<file path="src/design/ufc_pkg.sv">
// Shared types and constants for the union-find connectivity engine.
// Depends on nothing; imported by every module of the block.
`default_nettype none

package ufc_pkg;

    localparam int NODE_COUNT = 1024;
    localparam int NODE_W     = $clog2(NODE_COUNT);
    localparam int SIZE_W     = NODE_W + 1;

    typedef logic [NODE_W-1:0] node_t;
    typedef logic [SIZE_W-1:0] tsize_t;

    // Opcode values carried in s_tuser
    localparam logic OP_UNION = 1'b0;
    localparam logic OP_QUERY = 1'b1;

    // Engine to store: one parent read, one parent write, one size read, one size write
    typedef struct packed {
        node_t  par_raddr;
        logic   par_we;
        node_t  par_waddr;
        node_t  par_wdata;
        node_t  sz_raddr;
        logic   sz_we;
        node_t  sz_waddr;
        tsize_t sz_wdata;
    } store_req_t;

    // Store to engine: registered read data and clear-pass status
    typedef struct packed {
        logic   busy;
        node_t  par_rdata;
        tsize_t sz_rdata;
    } store_rsp_t;

    // Engine to top level
    typedef struct packed {
        logic idle;
        logic res_valid;
        logic connected;
        logic merged;
    } eng_status_t;

endpackage

`default_nettype wire

</file>
<file path="src/design/ufc_engine.sv">
// Sequencer for root walks (path halving on unions), size compare and link.
// Depends on ufc_pkg; drives the ports of ufc_store.
`default_nettype none

module ufc_engine (
    input  wire                  clk,
    input  wire                  rst_n,
    input  wire                  start,
    input  wire                  op,
    input  ufc_pkg::node_t       node_a,
    input  ufc_pkg::node_t       node_b,
    input  wire                  res_ready,
    input  ufc_pkg::store_rsp_t  rsp,
    output ufc_pkg::store_req_t  req,
    output ufc_pkg::eng_status_t status
);
    import ufc_pkg::*;

    localparam logic [2:0] S_IDLE = 3'd0;
    localparam logic [2:0] S_CHK  = 3'd1;
    localparam logic [2:0] S_GP   = 3'd2;
    localparam logic [2:0] S_SZA  = 3'd3;
    localparam logic [2:0] S_SZB  = 3'd4;
    localparam logic [2:0] S_RES  = 3'd5;

    logic [2:0] state_reg, state_next;
    logic       op_reg, op_next;
    logic       second_reg, second_next;
    logic       conn_reg, conn_next;
    logic       merged_reg, merged_next;
    node_t      b_reg, b_next;
    node_t      cur_reg, cur_next;
    node_t      ra_reg, ra_next;
    node_t      rb_reg, rb_next;
    tsize_t     sa_reg, sa_next;
    tsize_t     sum;

    assign sum = sa_reg + rsp.sz_rdata;

    always_comb
    begin
        state_next  = state_reg;
        op_next     = op_reg;
        second_next = second_reg;
        conn_next   = conn_reg;
        merged_next = merged_reg;
        b_next      = b_reg;
        cur_next    = cur_reg;
        ra_next     = ra_reg;
        rb_next     = rb_reg;
        sa_next     = sa_reg;

        req = '0;
        req.par_raddr = cur_reg;
        req.sz_raddr  = ra_reg;

        case (state_reg)
            S_IDLE:
            begin
                if (start)
                begin
                    op_next     = op;
                    b_next      = node_b;
                    cur_next    = node_a;
                    second_next = 1'b0;
                    merged_next = 1'b0;
                    req.par_raddr = node_a;
                    state_next  = S_CHK;
                end
            end
            S_CHK:
            begin
                if (rsp.par_rdata == cur_reg)
                begin
                    if (!second_reg)
                    begin
                        // First root found: start the walk from node b
                        ra_next       = cur_reg;
                        cur_next      = b_reg;
                        second_next   = 1'b1;
                        req.par_raddr = b_reg;
                    end
                    else
                    begin
                        rb_next   = cur_reg;
                        conn_next = (ra_reg == cur_reg);
                        if (op_reg == OP_UNION && ra_reg != cur_reg)
                        begin
                            req.sz_raddr = ra_reg;
                            state_next   = S_SZA;
                        end
                        else
                        begin
                            state_next = S_RES;
                        end
                    end
                end
                else
                begin
                    req.par_raddr = rsp.par_rdata;
                    if (op_reg == OP_UNION)
                    begin
                        state_next = S_GP;
                    end
                    else
                    begin
                        cur_next = rsp.par_rdata;
                    end
                end
            end
            S_GP:
            begin
                // Halve: point cur at its grandparent and continue from there
                req.par_we    = 1'b1;
                req.par_waddr = cur_reg;
                req.par_wdata = rsp.par_rdata;
                req.par_raddr = rsp.par_rdata;
                cur_next      = rsp.par_rdata;
                state_next    = S_CHK;
            end
            S_SZA:
            begin
                sa_next      = rsp.sz_rdata;
                req.sz_raddr = rb_reg;
                state_next   = S_SZB;
            end
            S_SZB:
            begin
                req.par_we  = 1'b1;
                req.sz_we   = 1'b1;
                req.sz_wdata = sum;
                if (sa_reg < rsp.sz_rdata)
                begin
                    req.par_waddr = ra_reg;
                    req.par_wdata = rb_reg;
                    req.sz_waddr  = rb_reg;
                end
                else
                begin
                    req.par_waddr = rb_reg;
                    req.par_wdata = ra_reg;
                    req.sz_waddr  = ra_reg;
                end
                merged_next = 1'b1;
                state_next  = S_RES;
            end
            S_RES:
            begin
                if (res_ready)
                begin
                    state_next = S_IDLE;
                end
            end
            default:
            begin
                state_next = S_IDLE;
            end
        endcase
    end

    always_ff @(posedge clk or negedge rst_n)
    begin
        if (!rst_n)
        begin
            state_reg <= S_IDLE;
        end
        else
        begin
            state_reg <= state_next;
        end
    end

    always_ff @(posedge clk)
    begin
        op_reg     <= op_next;
        second_reg <= second_next;
        conn_reg   <= conn_next;
        merged_reg <= merged_next;
        b_reg      <= b_next;
        cur_reg    <= cur_next;
        ra_reg     <= ra_next;
        rb_reg     <= rb_next;
        sa_reg     <= sa_next;
    end

    assign status.idle      = (state_reg == S_IDLE);
    assign status.res_valid = (state_reg == S_RES);
    assign status.connected = conn_reg;
    assign status.merged    = merged_reg;

endmodule

`default_nettype wire
</file>
<file path="config.mk">
export PLATFORM = sky130hd
export DESIGN_NAME = ufc_engine
export DESIGN_NICKNAME = d
export VERILOG_FILES = /design/src/design/ufc_pkg.sv /design/src/design/ufc_engine.sv
export SDC_FILE = /design/constraint.sdc
export NUM_CORES = 1
export LEC_CHECK = 0
export CAP_MARGIN = 20
export CORE_MARGIN = 5
export CORE_UTILIZATION = 33
export CTS_CLUSTER_DIAMETER = 200
export DETAILED_ROUTE_END_ITERATION = 10
export DONT_BUFFER_PORTS = 1
export SYNTH_ARGS = -nofsm -noshare
export SYNTH_HDL_FRONTEND = slang
export SYNTH_SLANG_ARGS = --single-unit
export TNS_END_PERCENT = 10
</file>
<file path="constraint.sdc">
create_clock -name clk -period 2.95 [get_ports clk]
set_input_delay 0.1475 -clock clk [delete_from_list [all_inputs] [get_ports clk]]
set_output_delay 0.1475 -clock clk [all_outputs]
set_load 0.01 [all_outputs]
</file>
Word level (Yosys, flattened, before mapping)
Cells that the tools add are included.

Register bits after elaboration: 58. Bits of input ports: 47. Output and inout port bits: 67. Word-level logic and storage cells: 63.

Add/subtract/negate cells: 1. Magnitude comparators: 1. Equal/unequal tests: 14. Multiplexer cells: 23. Bitwise logic cells: 2. Reductions and logical operators: 12.

Operator list (count): 10-bit 2-to-1 mux (7); 10-bit case mux with 3 select lines (2); 21-bit case mux with 2 select lines (1); 22-bit 2-to-1 mux (1); 10-bit equality test (2); 20-bit 2-to-1 mux (1); 3-bit 2-to-1 mux (6); 3-bit case mux with 6 select lines (1); 11-bit adder (1); 11-bit < comparator (1); 10-bit inequality test (1); 3-bit inequality test, second input constant (3); 3-bit AND reduction (3); 3-bit by 2-bit equality test with 1-bit output, second input constant (2); 3-bit equality test, second input constant (2); 2-bit inequality test, second input constant (3); 2-bit AND reduction (3); 1-bit case mux with 2 select lines (2); 4-bit AND reduction (1); 2-bit nonzero test (2); 3-bit by 1-bit equality test with 1-bit output, second input constant (1); 3-bit zero test (1); 3-bit nonzero test (1); 1-bit 2-to-1 mux (2); other kinds (2) (3).

Longest topological paths before layout
Gate-level depths: netlist (run 1).

Depth after elaboration: 6. Mapped depth: 9. Mapped depth without buffers: 8.

Least setup slack after synthesis (run 1)
Ideal clock, no wire load.

Path type: register -> register. Start: register cur_reg[1]. End: register conn_reg (enable). Library setup time: 0.378 ns. Data arrival time: 1.818 ns. Required time: 2.572 ns. Path slack: 0.754 ns. Cell stages (with the launch flop): 6. Path buffers: 0. Period minus slack after synthesis: 2.196 ns. Cells stage by stage: edfxtp_1 > xor2_1 > nor4_2 > and4_2 > nand2_1 > nor2_1.

Word-level cells in the longest chain between the ends: 2.

Ends and longest elaborated chain: from (decl) (line ufc_engine.sv:32) `node_t cur_reg, cur_next;`; from (signal assigned) (line ufc_engine.sv:180) `cur_reg <= cur_next;`; 10-bit equality test (line ufc_engine.sv:73) `if (rsp.par_rdata == cur_reg)`; 3-bit AND reduction (no source line); to (signal assigned) (line ufc_engine.sv:177) `conn_reg <= conn_next;`; to (decl) (line ufc_engine.sv:29) `logic conn_reg, conn_next;`.

No other way between the ends. A chain may end at the register's enable or synchronous reset.

==> results_dict.tcl, run 1 <==
set metrics [dict create \
    mostFrequentLayoutCell "nand2_1" \
    hold_viol 0 \
    cts_root_buffer "clkbuf_16" \
    dpl.hpwl_um 9237 \
    wl_met1_um 5260 \
    max_stage_delay_ps 550 \
    clock_latency_ps 320 \
    synth_area_mm2 0.004219 \
    core_mm2 0.01257 \
    p_clk_frac 0.206 \
    dieArea_mm2 0.01515 \
    syn2layout_area_growth_pct 22.06 \
    synth_seq_cells 58 \
    remaining_drc_errors 0 \
    cts_buffer_depth 2 \
    hold_path_class "in -> reg" \
    worst_path_max_delay_cell "nor2b_4" \
    fin_tns_setup_ps 0 \
    status "finished clean" \
    rsz0062_at_grt "yes" \
    placed_cells 644 \
    synth_edf_count 55 \
    wl_met3_um 1077 \
    die_y_um 123.1 \
    worstPathArrival_ps 2630 \
    ys_types 56 \
    drtIter0Drc 240 \
    final_antenna_net_count 0 \
    cts_tree "built" \
    syn_inst 460 \
    async_reset_ff_frac 0.05172 \
    maxCapViolations 0 \
    pre_cts_ws_ps 27.07 \
    clk_pin_slew_worst_paths_ps 50 \
    max_freq_mhz 360.1 \
    grt_pass1_vias 3493 \
    setup_ws_ps 172.9 \
    drive_above_1_share 0.1777 \
    crit_type "reg -> out" \
    htree_levels 3 \
    overflow 0 \
    synth_flop_cell "edfxtp_1" \
    sw_frac_of_total 0.4228 \
    antenna_found_initial 0 \
    p_seq_frac 0.311 \
    die_w_um 123.1 \
    p_total_w 0.004489 \
    worstMarginPinSlew_ps 692.8 \
    first_pass_iters 4 \
    combPwrFrac 0.483 \
    vias_per_cell 5.121 \
    required_ps 2800 \
    syn_nets 529 \
    grt_max_degree 31 \
    synth_warnings 0 \
    highest_layer "met4" \
    fin_skew_ps 4.086 \
    start_util 0.3357 \
    stdcell_count 684 \
    cts_buffers 9 \
    syn_area_per_cell_um2 9.172 \
    port_buffers 0 \
    p_sw_w 0.001898 \
    crit_path_end_kind "output pin" \
    startpoint_type "flip-flop" \
    ios 114 \
    largest_register_ffs 11 \
    post-route-min-period_ps 2777 \
    wl_met2_um 5815 \
    setup_viol 0 \
    nNetsFinal 576 \
    ir_drop_mv 0.4890 \
    dr_total_vias 3503 \
    cts.sinks 58 \
    diodes 0 \
    hold_ws_ps 36.38 \
    critical_path.max_fanout 30 \
    final_cell_mix "108 x nand2_1, 55 x edfxtp_1, 42 x nor2_1" \
    p_int_w 0.002591 \
    power_leakage_nw 2.100 \
    post_cts_buffers 0 \
    crit_chain "ha_4 -> nor2b_1 -> o21a_1 -> o2111ai_2 -> a211o_1 -> nor2b_4 -> o211ai_1 -> buf_4" \
    p_per_area_mw_per_mm2 871.6 \
    post_drt_wl_per_cell_um 17.96 \
    gp_congestion 0.8239 \
    min_period_over_period 0.9414 \
    slew_headroom 0.5376 \
    maxSlewViolCount 0 \
    synth-seq-area-share 0.4093 \
    std_cell_rows 41 \
    grt_use_total 0.1627 \
    drt-total-wl_um 12290 \
    grt_pass1_wl_um 19000 \
]
==> cell usage after synthesis (5+ instances only) <==
cell | count | area, um2
nand2_1 | 108 | 405.4
edfxtp_1 | 55 | 1652
nor2_1 | 42 | 157.7
clkbuf_1 | 23 | 86.33
ha_1 | 21 | 262.8
o211ai_1 | 21 | 157.7
inv_1 | 20 | 75.07
xor2_1 | 15 | 131.4
o21ai_0 | 14 | 70.07
xnor2_1 | 13 | 113.9
mux2_2 | 10 | 112.6
mux2i_1 | 10 | 100.1
a22oi_1 | 9 | 67.56
a22oi_2 | 9 | 112.6
o21ai_1 | 9 | 45.04
a21oi_1 | 7 | 35.03
nand2b_1 | 6 | 37.54
a21o_1 | 5 | 37.54
nor2b_1 | 5 | 31.28
==> stage by stage <==
stage / utilization / instance area [um2]
after global placement: 0.3671 / 4614
after floorplan: - / 4219
after CTS: 0.4083 / 5131
after detailed placement: 0.3671 / 4614
after global routing: 0.4098 / 5150
final: 0.4098 / 5150
==> layout make-up <==
type | count | area, um2
Clock inverter | 7 | 46.29
Fill cell | 1240 | 7418
Inverter | 21 | 78.83
Clock buffer | 9 | 225.2
Tap cell | 172 | 215.2
Multi-Input combinational cell | 353 | 2317
Sequential cell | 58 | 1727
Timing Repair Buffer | 64 | 540.5
==> logic make-up after synthesis <==
group,count (synthesis),share of synthesized area
AND/OR/NAND/NOR,184,0.1868
flip-flops,58,0.4093
AO/OA/AOI/OAI,98,0.1759
buffers and inverters,49,0.04893
adder cells (fa/ha/maj),22,0.06702
multiplexers,21,0.05397
XOR/XNOR,28,0.05813
==> worst max-delay path: cells and delay by family (launching register included) <==
family,cells,cell delay (ps)
simple gates,2,670
flops,1,460
fa+ha+maj,1,250
buf+inv,1,190
compound gates,4,730
==> power by group through the flow <==
stage	logic, W	registers (W)	clock network [W]
after global placement	0.00210	0.00140	0
after detailed placement	0.00215	0.00141	0
after global routing	0.00239	0.00142	0.000982
after CTS	0.00219	0.00139	0.000953
after floorplan	0.00158	0.00135	0
final	0.00217	0.00139	0.000926
==> routing by layer <==
metal | GRT usage | vias to the layer above
li1 | - | 1720
met1 | 0.2047 | 1652
met2 | 0.2689 | 120
met3 | 0.05672 | 11
met4 | 0.03945 | 0
met5 | 0 | -
==> timing repair <==
action,in CTS,in global routing
endpoints found under the setup margin,30,23
pin swaps,0,3
resized for setup,1,5
hold buffers,24,0
endpoints found under the hold margin,26,0
==> final timing paths <==
kind / slack [ps] / cells past startpoint / startpoint / endpoint
min: 40 / 2 / rsp[18] / cur_reg[7]
min in group asynchronous: 80 / 1 / rst_n / state_reg[0]
min reg2reg: 640 / 1 / cur_reg[9] / rb_reg[9]
max reg2reg: 680 / 6 / cur_reg[1] / cur_reg[4]
max in group asynchronous: 2720 / 1 / rst_n / state_reg[1]
max: 170 / 8 / sa_reg[1] / req[45]
Power figures use the tool's default switching activity.
==> run 2, diff against run 1 <==
--- a/config.mk
+++ b/config.mk
@@ -6,5 +6,7 @@
 export NUM_CORES = 1
 export LEC_CHECK = 0
+export ABC_AREA = 1
 export CAP_MARGIN = 20
+export CORE_ASPECT_RATIO = 0.75
 export CORE_MARGIN = 5
 export CORE_UTILIZATION = 33
==> constraint.sdc (replaced) <==
create_clock -name clk -period 2.95 [get_ports clk]
set_input_delay 0.1475 -clock clk [delete_from_list [all_inputs] [get_ports clk]]
set_output_delay 0.1475 -clock clk [all_outputs]
set_load 0.05 [all_outputs]
==> run 2 against run 1 <==
Via count up 24%. Maximum frequency up 3.1%. First-iteration DRC count up 82%. Hold slack better by 22 ps. Wire length up 12%. Setup slack better by 83 ps. Critical path depth up 2.
==> results_dict.tcl, run 2 <==
set metrics [dict create \
    drive_above_1_share 0.1525 \
    maxCapViolations 0 \
    port_buffers 0 \
    netlist.area_leader.share 0.3783 \
    slew_headroom 0.3651 \
    min_period_over_period 0.9133 \
    power_leakage_nw 2.617 \
    maxSlewViolCount 0 \
    max_freq_mhz 371.2 \
    first_pass_iters 5 \
    fin_skew_ps 4.437 \
    gp_congestion 0.8920 \
    clock_latency_ps 340 \
    std_cell_rows 36 \
    cts_buffer_depth 2 \
    syn_nets 678 \
    final_antenna_net_count 0 \
    hold_path_class "in -> async" \
    setup_ws_ps 255.9 \
    core_mm2 0.01297 \
    worstMarginPinSlew_ps 948.8 \
    required_ps 2800 \
    async_reset_ff_frac 0.05172 \
    vias_per_cell 4.997 \
    synth_largest_area_cell "edfxtp_1" \
    yosys-top-cells-count "200 x nand2_1, 77 x inv_1, 57 x nor2_1" \
    largest_register_ffs 11 \
    overflow 0 \
    antenna_found_initial 0 \
    dr_total_vias 4327 \
    nNetsFinal 759 \
    placed_cell_area_mm2 0.004981 \
    syn_area_per_cell_um2 7.168 \
    htree_levels 3 \
    synth.area.top_cells "edfxtp_1 38%, nand2_1 17%, inv_1 6.6%" \
    cts.sinks 58 \
    crit_path_end_kind "output pin" \
    synth-seq-area-share 0.3955 \
    diodes 0 \
    ios 114 \
    finish.instance_area_mm2 0.005548 \
    syn_inst 609 \
    p_per_area_mw_per_mm2 1042 \
    dpl.hpwl_um 10000 \
    drt-total-wl_um 13710 \
    synth.most_common_cell "nand2_1" \
    status "finished clean" \
    cts_tree "built" \
    mostFrequentLayoutCell "nand2_1" \
    synth_seq_cells 58 \
    die_w_um 142.8 \
    cts_buffers 9 \
    ys_types 31 \
    worstPathArrival_ps 2550 \
    pre_cts_ws_ps 492.0 \
    remaining_drc_errors 0 \
    post-route-min-period_ps 2694 \
    synth_flop_cell "edfxtp_1" \
    post_drt_wl_per_cell_um 15.83 \
    grt_pass1_wl_um 21310 \
    synth_area_mm2 0.004365 \
    drtIter0Drc 436 \
    rsz0062_at_grt "no" \
    crit_type "reg -> out" \
    startpoint_type "flip-flop" \
    syn2layout_area_growth_pct 27.09 \
    cts_root_buffer "clkbuf_16" \
    synth_edf_count 55 \
    clk_pin_slew_worst_paths_ps 60 \
    hold_viol 0 \
    ir_drop_mv 0.8264 \
    final_cell_mix "200 x nand2_1, 77 x inv_1, 69 x buf_4" \
    grt_use_total 0.1768 \
    grt_pass1_vias 4028 \
    fin_tns_setup_ps 0 \
    synth_warnings 0 \
    die_y_um 109.6 \
    critical_path.max_fanout 25 \
    start_util 0.3365 \
    grt_max_degree 33 \
    dieArea_mm2 0.01565 \
    setup_viol 0 \
]
==> run 2: through the flow <==
| step | hold WS, ps | total power (W) | utilization | instances |
|---|---|---|---|---|
| floorplan | -148.1 | 0.003692 | - | 609 |
| finish | 58.86 | 0.005779 | 0.4277 | 866 |
| global placement | -148.0 | 0.004579 | 0.3840 | 826 |
| detailed placement | -148.0 | 0.004612 | 0.3840 | 826 |
| global route | 66.94 | 0.006129 | 0.4277 | 866 |
| CTS | 52.56 | 0.005803 | 0.4271 | 866 |
==> run 2: kinds of logic after synthesis <==
logic type,synth area share
AOI/OAI and AO/OA,0.1112
xor gates and xnor gates,0.01806
adders and majority gates,0.06477
buffers and inverters,0.1055
DFF,0.3955
and+or+nand+nor,0.3050
==> run 2: final cells by class <==
cell class | instances | area [um2]
fillers | 1280 | 7425
flip-flops and latches | 58 | 1727
clock buffers | 9 | 225.2
clock inverters | 7 | 93.84
well taps | 171 | 214.0
repair buffers | 94 | 778.2
inverters | 83 | 311.5
multi-input cells | 444 | 2198
==> run 2: worst max-delay path, stage by stage (launching register included) <==
cell      delay, ps
edfxtp_1        390
ha_1            380
a21oi_1         170
nor2_1           60
nor3_2          200
nand3_4         230
buf_12          230
nand2_1          50
o21ai_0          70
o21ai_1         190
buf_4           240
==> run 2: path summary, 6_finish.rpt <==
check,cells past startpoint,from,slack [ps],endpoint
max in group asynchronous,1,rst_n,2750,state_reg[2]
worst min-delay path,1,rst_n,60,state_reg[0]
min in group clk,2,rsp[18],70,cur_reg[7]
worst min register to register,2,state_reg[0],550,state_reg[0]
worst max register to register,7,cur_reg[5],560,ra_reg[4]
worst max-delay path,10,sa_reg[8],260,req[48]
==> run 2: power breakdown <==
part	leakage [nW]	switching [W]	internal (W)
clock	0.153	0.000403	0.000737
combinational	1.91	0.00234	0.000860
sequential	0.553	0.000243	0.00120
==> run 2: timing repair <==
item | 4_1_cts | 5_1_grt
gates resized for setup | 0 | 1
setup endpoints to repair | 0 | 16
hold buffers | 24 | 0
hold endpoints to repair | 26 | 0
buffers inserted | 0 | 0
==> run 2: routing by layer <==
layer / routed length (um) / share of wire / vias to the layer above / track usage
met5: 0 / 0 / - / 0
met4: 367 / 0.027 / 0 / 0.07123
met3: 1284 / 0.094 / 33 / 0.05043
met2: 5845 / 0.43 / 204 / 0.2513
met1: 6213 / 0.45 / 1957 / 0.2517
li1: - / - / 2133 / -
